`src/hw/rtl/psd_div_cell.sv`:
```
// One restoring-division cell: yields one quotient bit per cycle and passes
// the partial remainder and the side data to the next cell. No package needed.
`default_nettype none
module psd_div_cell #(
    parameter int RemW  = 36,
    parameter int QW    = 16,
    parameter int BitIx = 0,
    parameter int SideW = 68
) (
    input  wire logic             i_clk,
    input  wire logic             i_rst_n,
    input  wire logic             i_vld,
    input  wire logic [RemW-1:0]  i_rem,
    input  wire logic [RemW-1:0]  i_den,
    input  wire logic [QW-1:0]    i_quo,
    input  wire logic [SideW-1:0] i_side,
    output logic                  o_vld,
    output logic [RemW-1:0]       o_rem,
    output logic [RemW-1:0]       o_den,
    output logic [QW-1:0]         o_quo,
    output logic [SideW-1:0]      o_side
);
    logic [RemW+QW-1:0] w_trial;
    logic               w_fit;

    // Compare the remainder against the divisor shifted to this bit.
    assign w_trial = {{QW{1'b0}}, i_den} << BitIx;
    assign w_fit   = ({{QW{1'b0}}, i_rem} >= w_trial);

    always_ff @(posedge i_clk) begin
        if (!i_rst_n) begin
            o_vld <= 1'b0;
        end else begin
            o_vld <= i_vld;
        end
        o_den  <= i_den;
        o_side <= i_side;
        o_rem  <= w_fit ? i_rem - w_trial[RemW-1:0] : i_rem;
        o_quo  <= i_quo | (QW'(w_fit) << BitIx);
    end
endmodule
`default_nettype wire

```
`config.mk`:
```
export PLATFORM = sky130hd
export DESIGN_NAME = psd_div_cell
export DESIGN_NICKNAME = d
export VERILOG_FILES = /design/src/hw/rtl/psd_div_cell.sv
export SDC_FILE = /design/constraint.sdc
export NUM_CORES = 1
export LEC_CHECK = 0
export ABC_AREA = 1
export BUFFER_PORTS_ARGS = -buffer_cell sky130_fd_sc_hd__buf_4
export CORE_MARGIN = 2
export CORE_UTILIZATION = 42
export CTS_CLUSTER_DIAMETER = 150
export DETAILED_ROUTE_END_ITERATION = 10
export PLACE_DENSITY = 0.74
export SYNTH_ARGS = -nofsm -noshare
export SYNTH_HDL_FRONTEND = slang
export SYNTH_SLANG_ARGS = --single-unit
```
`constraint.sdc`:
```
create_clock -name i_clk -period 1.7 [get_ports i_clk]
set_input_delay 0.085 -clock i_clk [delete_from_list [all_inputs] [get_ports i_clk]]
set_output_delay 0.085 -clock i_clk [all_outputs]
set_load 0.03 [all_outputs]
```
==> impl_metrics.py <==
metrics = {
    "status": {
        "status": "completed",
    },
    "layout": {
        "fin_nets": 1658,
        "final_common_cell": "buf_4",
        "instances_no_fill": 1664,
        "fill_cells": 976,
        "syn2layout_area_growth_pct": 88.15,
        "final_cell_mix": "buf_4, nand2_1, dlygate4sd3_1, dfxtp_1, inv_1",
        "drive_above_1_share_pct": 33.90,
    },
    "sta": {
        "rsz0062_at_grt": "yes",
        "timing.final.ws_setup_ns": 0.06058,
        "finalHoldViolCount": 0,
        "holdWs_ns": 0.04593,
        "layout_min_cycle_time_ns": 1.639,
        "worst_slew_pin_slew_ns": 0.3551,
        "timing.fmax_mhz": 610.0,
        "maxSlewViolCount": 0,
        "period_share_pct": 96.44,
        "setup_viol": 0,
        "slew_headroom_pct": 76.28,
    },
    "setup_path": {
        "path_depth": 13,
        "path_buf_inv": 4,
        "crit_chain": "buf_4, inv_1, ha_1, nand2_1, buf_4, nor2_1, inv_1, nor3_1, nand2_1, nand2_1, xor2_1, nand2_1, nand2_1",
        "arrival_ns": 2.01,
        "setup.worst_path.end_class": "flip-flop",
        "max_stage_delay_ns": 0.34,
        "critPathKind": "in2reg",
        "path_delay_family": "simple AND/OR/NAND/NOR gates",
        "worstPathRequired_ns": 2.07,
        "critPathMaxFanout": 3,
        "slowest_stage": "ha_1",
        "cp-start-kind": "input pin",
        "cp_common_cell": "nand2_1",
    },
    "floorplanning": {
        "fp.dieH_um": 127.9,
        "die_w_um": 127.9,
        "ios": 316,
        "dieArea_um2": 16360,
        "coreArea_um2": 15090,
        "initial_core_util_pct": 42.74,
        "row_count": 45,
    },
    "logic_synthesis": {
        "postSynthAreaPerCell_um2": 7.544,
        "synth_mux_area_share_pct": 0,
        "synth_edf_count": 0,
        "synth_compound_gate_area_share_pct": 3.783,
        "synth_fa_ha_area_share_pct": 7.294,
        "syn_area_um2": 6450,
        "synthXorXnorAreaFrac_pct": 2.580,
        "ys_seq_area_share_pct": 48.73,
        "synth_top_flop_cell": "dfxtp_1",
        "synth_warnings": 0,
        "synthSimpleGateAreaFrac_pct": 27.53,
        "synth-seq-cells": 157,
        "synth_cells": 855,
        "async_flop_share_pct": 0,
        "synth_top_family_by_area": "simple AND/OR/NAND/NOR gates",
        "synth_fp_nets": 1051,
        "synth_cell_types": 28,
    },
    "detailed_routing": {
        "totalWireLength_um": 29220,
        "vias_per_cell": 4.772,
        "route.vias.total": 7941,
        "antenna_left": 0,
        "drc": 0,
        "dr.pass1.iters": 5,
        "wl_per_cell_um": 17.56,
        "drtIter0Drc": 452,
    },
    "placed_design": {
        "dpl.cell_count": 1474,
        "io_buffers": 315,
        "dp_slack_ns": -0.2503,
        "gp_congestion": 0.9493,
        "hpwl_um": 18740,
    },
    "grt": {
        "grt_pass1_vias": 7972,
        "gr-total-overflow": 0,
        "grt_pass1_wl_um": 43610,
        "antenna_found_initial": 3,
        "track_usage_pct": 35.04,
        "grt_max_degree": 18,
    },
    "min_path": {
        "hold_class": "in2reg",
        "whs_path_depth": 3,
        "hold_start": "i_rem[1]",
        "whs_endpoint": "o_rem[1]",
    },
    "clocking": {
        "numCtsBuffers": 17,
        "cts_sinks": 157,
        "htree_levels": 4,
        "root_buffer": "clkbuf_16",
        "cts_tree": "done",
        "post_cts_buffers": 0,
        "cts.clk_slew.worst_paths_ns": 0.07,
        "clock_path_buffers": 2,
    },
    "power": {
        "peakVddDrop_v": 0.0007427,
        "p_sw_mw": 3.894,
        "combPwrFrac_pct": 30.1,
        "power_frac_seq_pct": 35.3,
        "pwr-share-clk_pct": 34.6,
        "p_int_mw": 7.702,
        "p_per_area_nw_per_um2": 955.5,
        "p_sw_share_pct": 33.58,
        "p_leak_nw": 6.634,
    },
    "job": {
        "max_cap_viol_count": 0,
    },
}
[worst max-delay path by stage]
stage | from | to | slack [ns]
after floorplan | i_rem[0] | o_rem[34] | 0.01
after global placement | i_den[0] | o_rem[21] | -0.24
after detailed placement | i_rem[3] | o_quo[0] | -0.25
final | i_den[11] | o_rem[18] | 0.06
after global routing | i_den[19] | o_rem[18] | 0.0006
after CTS | i_rem[7] | o_rem[35] | 0.17
[Yosys cell counts (2+ instances only)]
| cell type | count | area, um^2 |
|---|---|---|
| o21ai_0 | 14 | 70.07 |
| nand4_1 | 2 | 12.51 |
| dfxtp_1 | 157 | 3143 |
| buf_8 | 2 | 30.03 |
| nand3b_1 | 5 | 37.54 |
| inv_2 | 3 | 11.26 |
| ha_1 | 36 | 450.4 |
| nor2_2 | 7 | 43.79 |
| a21oi_1 | 27 | 135.1 |
| nand2_2 | 5 | 31.28 |
| inv_1 | 150 | 563.0 |
| nor3_1 | 7 | 35.03 |
| xor2_1 | 18 | 157.7 |
| buf_6 | 3 | 33.78 |
| nand3_2 | 2 | 20.02 |
| nand3_1 | 39 | 195.2 |
| o21bai_1 | 4 | 30.03 |
| nor2_1 | 49 | 183.9 |
| nand2_1 | 316 | 1186 |
[tightest hold or removal path, cell delays in order]
cell and delay (ns):
buf_4 0.12, inv_1 0.09, o21ai_0 0.12
[layout make-up]
| class | count | area (um^2) | share of cell area, % |
|---|---|---|---|
| repair buffers | 595 | 4883 | 40.24 |
| flip-flops and latches | 157 | 3143 | 25.90 |
| multi-input cells | 538 | 2686 | 22.14 |
| inverters | 153 | 576.8 | 4.753 |
| clock buffers | 18 | 439.2 | 3.619 |
| well taps | 188 | 235.2 | 1.938 |
| clock inverters | 14 | 168.9 | 1.392 |
| diodes | 1 | 2.502 | 0.02062 |
[routing by layer]
layer | part of all wire [%] | vias up | GRT usage [%]
li1 | - | 3792 | -
met1 | 39 | 3636 | 41.44
met3 | 7.6 | 100 | 7.846
met5 | 0.079 | - | 0
met4 | 4.2 | 4 | 15.97
met2 | 49 | 409 | 60.71
[power by group through the flow]
stage	registers, mW	clock network [mW]	logic, mW
4_1_cts	4.08	3.97	3.35
5_1_grt	4.12	4.19	3.70
3_5_place_dp	4.16	0	3.04
6_report	4.10	4.01	3.49
2_1_floorplan	4.78	0	0.949
3_3_place_gp	4.15	0	3.01
[stage by stage]
stage	area (um^2)	total power [mW]	util [%]	setup TNS, ns
floorplan	6470	5.733	-	0
global placement	9930	7.163	65.80	-7.535
detailed placement	9930	7.200	65.80	-8.199
CTS	12110	11.41	80.25	0
global route	12140	12.00	80.42	0
finish	12140	11.60	80.42	0
[state kept, by name, indices dropped and copies added (netlist names)]
name / count
o_side: 68
o_den: 36
o_quo: 16
o_vld: 1
o_rem: 36
[kinds of logic (layout without fill, tap and decap cells)]
kind of cell / Yosys count / in the layout
fa+ha+maj: 37 / 37
other cells: 0 / 1
compound gates: 46 / 46
simple gates: 436 / 436
flops: 157 / 157
buf+inv: 160 / 780
xor+xnor: 19 / 19
[repair_timing]
| action | 4_1_cts | 5_1_grt |
|---|---|---|
| gates resized for setup | 0 | 7 |
| setup endpoints to repair | 0 | 6 |
| hold endpoints to repair | 156 | 0 |
| hold buffers | 157 | 0 |
Note: power is estimated with default switching activity, not from simulation.
