$ cat src/hw/rtl/psd_sqrt_cell.sv
// One square-root cell: decides one root bit per cycle and passes the
// radicand, partial root and valid bit to the next cell. No package needed.
`default_nettype none
module psd_sqrt_cell #(
    parameter int SW    = 36,
    parameter int RW    = 18,
    parameter int BitIx = 0
) (
    input  wire logic          i_clk,
    input  wire logic          i_rst_n,
    input  wire logic          i_vld,
    input  wire logic [SW-1:0] i_sq,
    input  wire logic [RW-1:0] i_root,
    output logic               o_vld,
    output logic [SW-1:0]      o_sq,
    output logic [RW-1:0]      o_root
);
    logic [RW-1:0]   w_cand;
    logic [2*RW-1:0] w_cand_sq;

    assign w_cand    = i_root | (RW'(1) << BitIx);
    assign w_cand_sq = w_cand * w_cand;

    always_ff @(posedge i_clk) begin
        if (!i_rst_n) begin
            o_vld <= 1'b0;
        end else begin
            o_vld <= i_vld;
        end
        o_sq   <= i_sq;
        o_root <= ((2*RW)'(i_sq) >= w_cand_sq) ? w_cand : i_root;
    end
endmodule
`default_nettype wire

$ cat config.mk
export PLATFORM = sky130hd
export DESIGN_NAME = psd_sqrt_cell
export DESIGN_NICKNAME = d
export VERILOG_FILES = /design/src/hw/rtl/psd_sqrt_cell.sv
export SDC_FILE = /design/constraint.sdc
export NUM_CORES = 1
export LEC_CHECK = 0
export ABC_AREA = 1
export BUFFER_PORTS_ARGS = -buffer_cell sky130_fd_sc_hd__buf_2
export CORE_MARGIN = 2
export CORE_UTILIZATION = 32
export CTS_CLUSTER_SIZE = 25
export DETAILED_ROUTE_END_ITERATION = 10
export PLACE_DENSITY = 0.58
export REMOVE_ABC_BUFFERS = 1
export SETUP_SLACK_MARGIN = 0.15
export SLEW_MARGIN = 20
export SYNTH_ARGS = -nofsm -noshare
export SYNTH_HDL_FRONTEND = slang
export SYNTH_SLANG_ARGS = --single-unit
$ cat constraint.sdc
create_clock -name i_clk -period 6.9 [get_ports i_clk]
set_clock_uncertainty 0.2 [all_clocks]
set_input_delay 0.69 -clock i_clk [delete_from_list [all_inputs] [get_ports i_clk]]
set_output_delay 0.69 -clock i_clk [all_outputs]
set_load 0.02 [all_outputs]
==> results.md, run 1 <==
- Placed Area: 13000 um^2
- Final setup TNS: 0 ps
- # fillers: 3840
- Register bit total from synthesis: 55
- IO Count: 112
- Reg clk slew, reported paths: 90 ps
- Max cap viols: 0
- Slowest library cell on the worst path: fa_1
- Ys Warns: 0
- Register area: 1100 um^2
- Multi-input gate area: 8910 um^2
- Clk buf depth: 2
- First-pass iteration count of the detailed router: 5
- DRC violations left: 0
- Worst path buffer plus inverter count: 6
- Layout Area Growth over Synthesis: 14.1%
- Largest cells by area after synthesis: fa_1, ha_1, inv_1
- CP Max Fanout: 12
- Row cnt: 70
- CP endpoint kind: flip-flop
- Worst path most repeated cell: fa_1
- Slew HR: 0.791
- Worst Path Required: 6940 ps
- Area share of the largest cell type after synthesis: 0.369
- Min Tclk post-route: 6420 ps
- Wire per inst: 13.2 um
- Port bufs: 111
- Status: finished clean
- Antenna violations before repair: 0
- Post-synthesis sequential area ratio: 0.0936
- WHS Path Cells: 1
- Total grt overflow: 0
- Hold Crit Class: primary input to flip-flop
- Cell variety after synth: 28
- Actual slew at the worst max-slew pin: 313 ps
- Synthesized cell area: 11800 um^2
- Vias in the first global route: 9334
- Tot GR Track Use: 0.150
- TritonCTS Sinks: 55
- Final setup violation count: 0
- Via count: 8953
- Largest net degree at the start of global routing: 21
- Final #Nets: 2038
- Max Slew Vio Count: 0
- CP startpoint kind: primary input
- Post-Synthesis Cells: 1501
- Most area-hungry cell type in the Yosys netlist: fa_1
- Routability Congestion: 0.903
- CTS Hold Bufs: 0
- Crit path max-delay family: adder cells
- Starting density of the core: 0.323
- Final Cycle Share: 0.930
- CTS tree: built
- Routed vias/inst: 4.29
- Num CTS Buffers: 5
- Core Region: 36400 um^2
- Final Hold Viols: 0
- Die Y: 196 um
- Hold EP: o_sq[34]
- Hold_sp: i_sq[34]
- Global-route wire length before repair: 45900 um
- Antenna Nets Post-Route: 0
- Initial DRC Count: 300
- H-tree depth: 2
- Routed WL: 27500 um
- DP Wirelength: 24600 um
- Chip width: 196 um
- Layout cells sized above 1: 0.136
- CP max stage delay: 550 ps
- CTS root buf: clkbuf_16
- Critical path arrival: 6460 ps
- Peak Freq: 0.156 GHz
- Syn_area_per_cell: 7.83 um^2
- Setup CP Type: primary input to flip-flop
- Die area: 38300 um^2
- Finished Cell Area: 13400 um^2
- RSZ-0062 raised after global routing: false
[layout by cell type (no fill, tap or decap), types with 5 or more instances in the layout]
master / instances
clkbuf_16: 5
buf_6: 8
nand2_2: 29
nand3_1: 17
a21o_1: 5
nand3b_1: 7
nor2_1: 41
fa_1: 216
dfxtp_1: 55
ha_4: 7
xnor2_1: 21
a21oi_1: 28
buf_4: 34
buf_2: 97
nand4_1: 11
a21oi_2: 5
nor2_2: 7
ha_1: 135
nand2_1: 375
inv_1: 473
[how the worst max path moves through the flow]
stage	from	endpoint	slack, ps	cells after the start
detailed placement	i_root[5]	o_root[0]	-130	29
finish	i_root[5]	o_root[0]	480	28
CTS	i_root[5]	o_root[0]	180	29
floorplan	i_root[5]	o_root[0]	800	28
global placement	i_root[5]	o_root[0]	-60	27
global route	i_root[16]	o_root[0]	140	30
[logic make-up (layout without fill, tap and decap cells)]
family,after synthesis,after routing,share of synthesized area
and+or+nand+nor,504,504,0.179
adders and majority gates,363,363,0.525
AOI/OAI and AO/OA,45,45,0.0210
xor gates and xnor gates,25,25,0.0186
DFF,55,55,0.0936
other,0,1,0
buffers and inverters,509,627,0.162
[flip-flops by register name (all words and copies together) (netlist names)]
| name | count |
|---|---|
| o_sq | 36 |
| o_root | 18 |
| o_vld | 1 |
[stage by stage]
stage / utilization / hold slack, ps / cells / setup WS (ps)
global route: 0.368 / 282 / 2087 / 144
CTS: 0.361 / 281 / 2085 / 179
detailed placement: 0.357 / 614 / 2077 / -129
floorplan: - / 518 / 1469 / 805
finish: 0.368 / 290 / 2088 / 481
global placement: 0.357 / 612 / 2077 / -64.4
[routing by layer]
| layer | share of wire | routed length [um] | track usage |
|---|---|---|---|
| met4 | 0.0082 | 225 | 0.0224 |
| met1 | 0.42 | 11700 | 0.187 |
| met5 | 0 | 0 | 0 |
| met2 | 0.53 | 14700 | 0.287 |
| met3 | 0.035 | 967 | 0.0107 |
[timing repair]
| item | CTS | global route |
|---|---|---|
| hold endpoints to repair | 0 | 0 |
| setup buffers | 0 | 2 |
| setup endpoints to repair | 0 | 1 |
| gates resized for setup | 0 | 72 |
[final cells by class]
cell class | count | share of cell area
diodes | 1 | 0.000187
clock buffers | 5 | 0.00933
clock inverters | 3 | 0.00252
inverters | 477 | 0.134
multi-input cells | 937 | 0.664
flip-flops and latches | 55 | 0.0821
well taps | 468 | 0.0437
repair buffers | 142 | 0.0642
[cell usage after synthesis, drive strengths merged]
| master | number |
|---|---|
| o21bai | 1 |
| o21ai | 4 |
| nor3 | 6 |
| and2 | 3 |
| a21o | 5 |
| nand3 | 21 |
| nand3b | 7 |
| nand2 | 404 |
| xnor2 | 21 |
| o211ai | 1 |
| clkbuf | 29 |
| or2 | 1 |
| nor2 | 51 |
| ha | 146 |
| xor2 | 4 |
| fa | 217 |
| nand4 | 11 |
| dfxtp | 55 |
| inv | 477 |
| a21oi | 34 |
| buf | 3 |
Power of run 1 is left out: the tool's default activity adds up to more than one toggle a clock period on the data nets, which glitch-free logic cannot reach.
==> run 2, diff against run 1 <==
--- a/config.mk
+++ b/config.mk
@@ -11,7 +11,6 @@
 export CORE_UTILIZATION = 32
 export CTS_CLUSTER_SIZE = 25
 export DETAILED_ROUTE_END_ITERATION = 10
-export PLACE_DENSITY = 0.58
 export REMOVE_ABC_BUFFERS = 1
 export SETUP_SLACK_MARGIN = 0.15
 export SLEW_MARGIN = 20
==> run 2 against run 1 <==
First-iteration DRC count is 14% higher. Critical path depth grew 1. Die area did not move. Routed wire length fell by 1.4%. Final cell count shrank 0.19%. Cell area decreased by 1.0%. Hold slack better by 2.8 ps. Via count increased by 0.40%. Highest routed layer unchanged.
==> results.md, run 2 (synthesis gave the netlist of run 1 again) <==
- Status: finished clean
- CP max stage delay: 600 ps
- Row cnt: 70
- Peak Freq: 0.155 GHz
- Final #Nets: 2035
- Final setup violation count: 0
- DRC violations left: 0
- Biggest register: o_sq
- Antenna Nets Post-Route: 0
- Die area: 38300 um^2
- WHS Path Cells: 1
- Largest net degree at the start of global routing: 21
- Most common cell after layout, fill and taps aside: inv_1
- Routed vias/inst: 4.31
- Slowest library cell on the worst path: fa_1
- Pre-CTS setup slack: -74.6 ps
- CP startpoint kind: primary input
- Die Y: 196 um
- RSZ-0062 raised after global routing: false
- Setup CP Type: primary input to flip-flop
- Num CTS Buffers: 5
- Global-route wire length before repair: 46100 um
- Max FFs per register: 36
- Routability Congestion: 0.867
- Worst path buffer plus inverter count: 5
- CP Max Fanout: 12
- Via count: 8989
- Finished Cell Area: 13300 um^2
- Reg clk slew, reported paths: 90 ps
- Most frequent cells in the layout: inv_1, nand2_1, fa_1, ha_1, buf_2
- Antenna diode count: 0
- Crit path max-delay family: adder cells
- Max cap viols: 0
- Clk buf depth: 2
- Port bufs: 111
- Layout Area Growth over Synthesis: 12.9%
- Hold EP: o_sq[0]
- CTS root buf: clkbuf_16
- Fin worst setup slack: 463 ps
- Placed Area: 13000 um^2
- Worst path most repeated cell: nand2_1
- IO Count: 112
- Slew HR: 0.740
- Max Slew Vio Count: 0
- Hold_sp: i_sq[0]
- Final Hold Viols: 0
- Biggest regs: o_sq: 36 flops, o_root: 18 flops, o_vld: 1 flops
- First-pass iteration count of the detailed router: 5
- Chip width: 196 um
- Routed WL: 27100 um
- CP endpoint kind: flip-flop
- Vias in the first global route: 9548
- Starting density of the core: 0.323
- Layout cells sized above 1: 0.129
- Final Core Density: 0.364
- Min Tclk post-route: 6440 ps
- Inst Count DP: 2076
- TritonCTS Sinks: 55
- Final Cycle Share: 0.933
- Critical path arrival: 6500 ps
- Worst Path Required: 6960 ps
- Antenna violations before repair: 1
- Tot GR Track Use: 0.149
- Finished Layout Cells: 2084
- Hold Crit Class: primary input to flip-flop
- Initial DRC Count: 341
- CTS tree: built
- Core Region: 36400 um^2
- Actual slew at the worst max-slew pin: 391 ps
- Wire per inst: 13.0 um
- Post-CTS Repair Setup Buffers: 0
- H-tree depth: 2
- Total grt overflow: 0
- DP Wirelength: 24500 um
-- run 2: worst max-delay path by stage --
stage,from,endpoint,slack [ps],cells after the start
floorplan,i_root[5],o_root[0],800,28
global placement,i_root[9],o_root[0],3,29
detailed placement,i_root[9],o_root[0],-70,29
CTS,i_root[9],o_root[0],240,29
global route,i_root[5],o_root[0],120,31
finish,i_root[7],o_root[0],460,29
-- run 2: through the flow --
| stage | setup TNS (ps) | hold slack [ps] |
|---|---|---|
| finish | 0 | 293 |
| global route | 0 | 282 |
| CTS | 0 | 286 |
| detailed placement | -74.6 | 612 |
| global placement | 0 | 611 |
| floorplan | 0 | 518 |
-- run 2: repair_timing --
item	in CTS	in global routing
hold buffers	0	0
endpoints found under the setup margin	0	1
gates resized for setup	0	39
-- run 2: routing by layer --
layer	wire length (um)	GRT usage	share of wire
met1	11600	0.185	0.43
met2	14300	0.283	0.53
met3	589	0.00894	0.022
met4	595	0.0345	0.022
met5	0	0	0
-- run 2: area by class of cell --
cell class	count	area (um^2)
Clock buffer	5	125
Clock inverter	3	33.8
Fill cell	3817	23200
Inverter	477	1790
Multi-Input combinational cell	937	8830
Sequential cell	55	1100
Tap cell	468	586
Timing Repair Buffer	139	807
Power of run 2 is left out for the same reason.
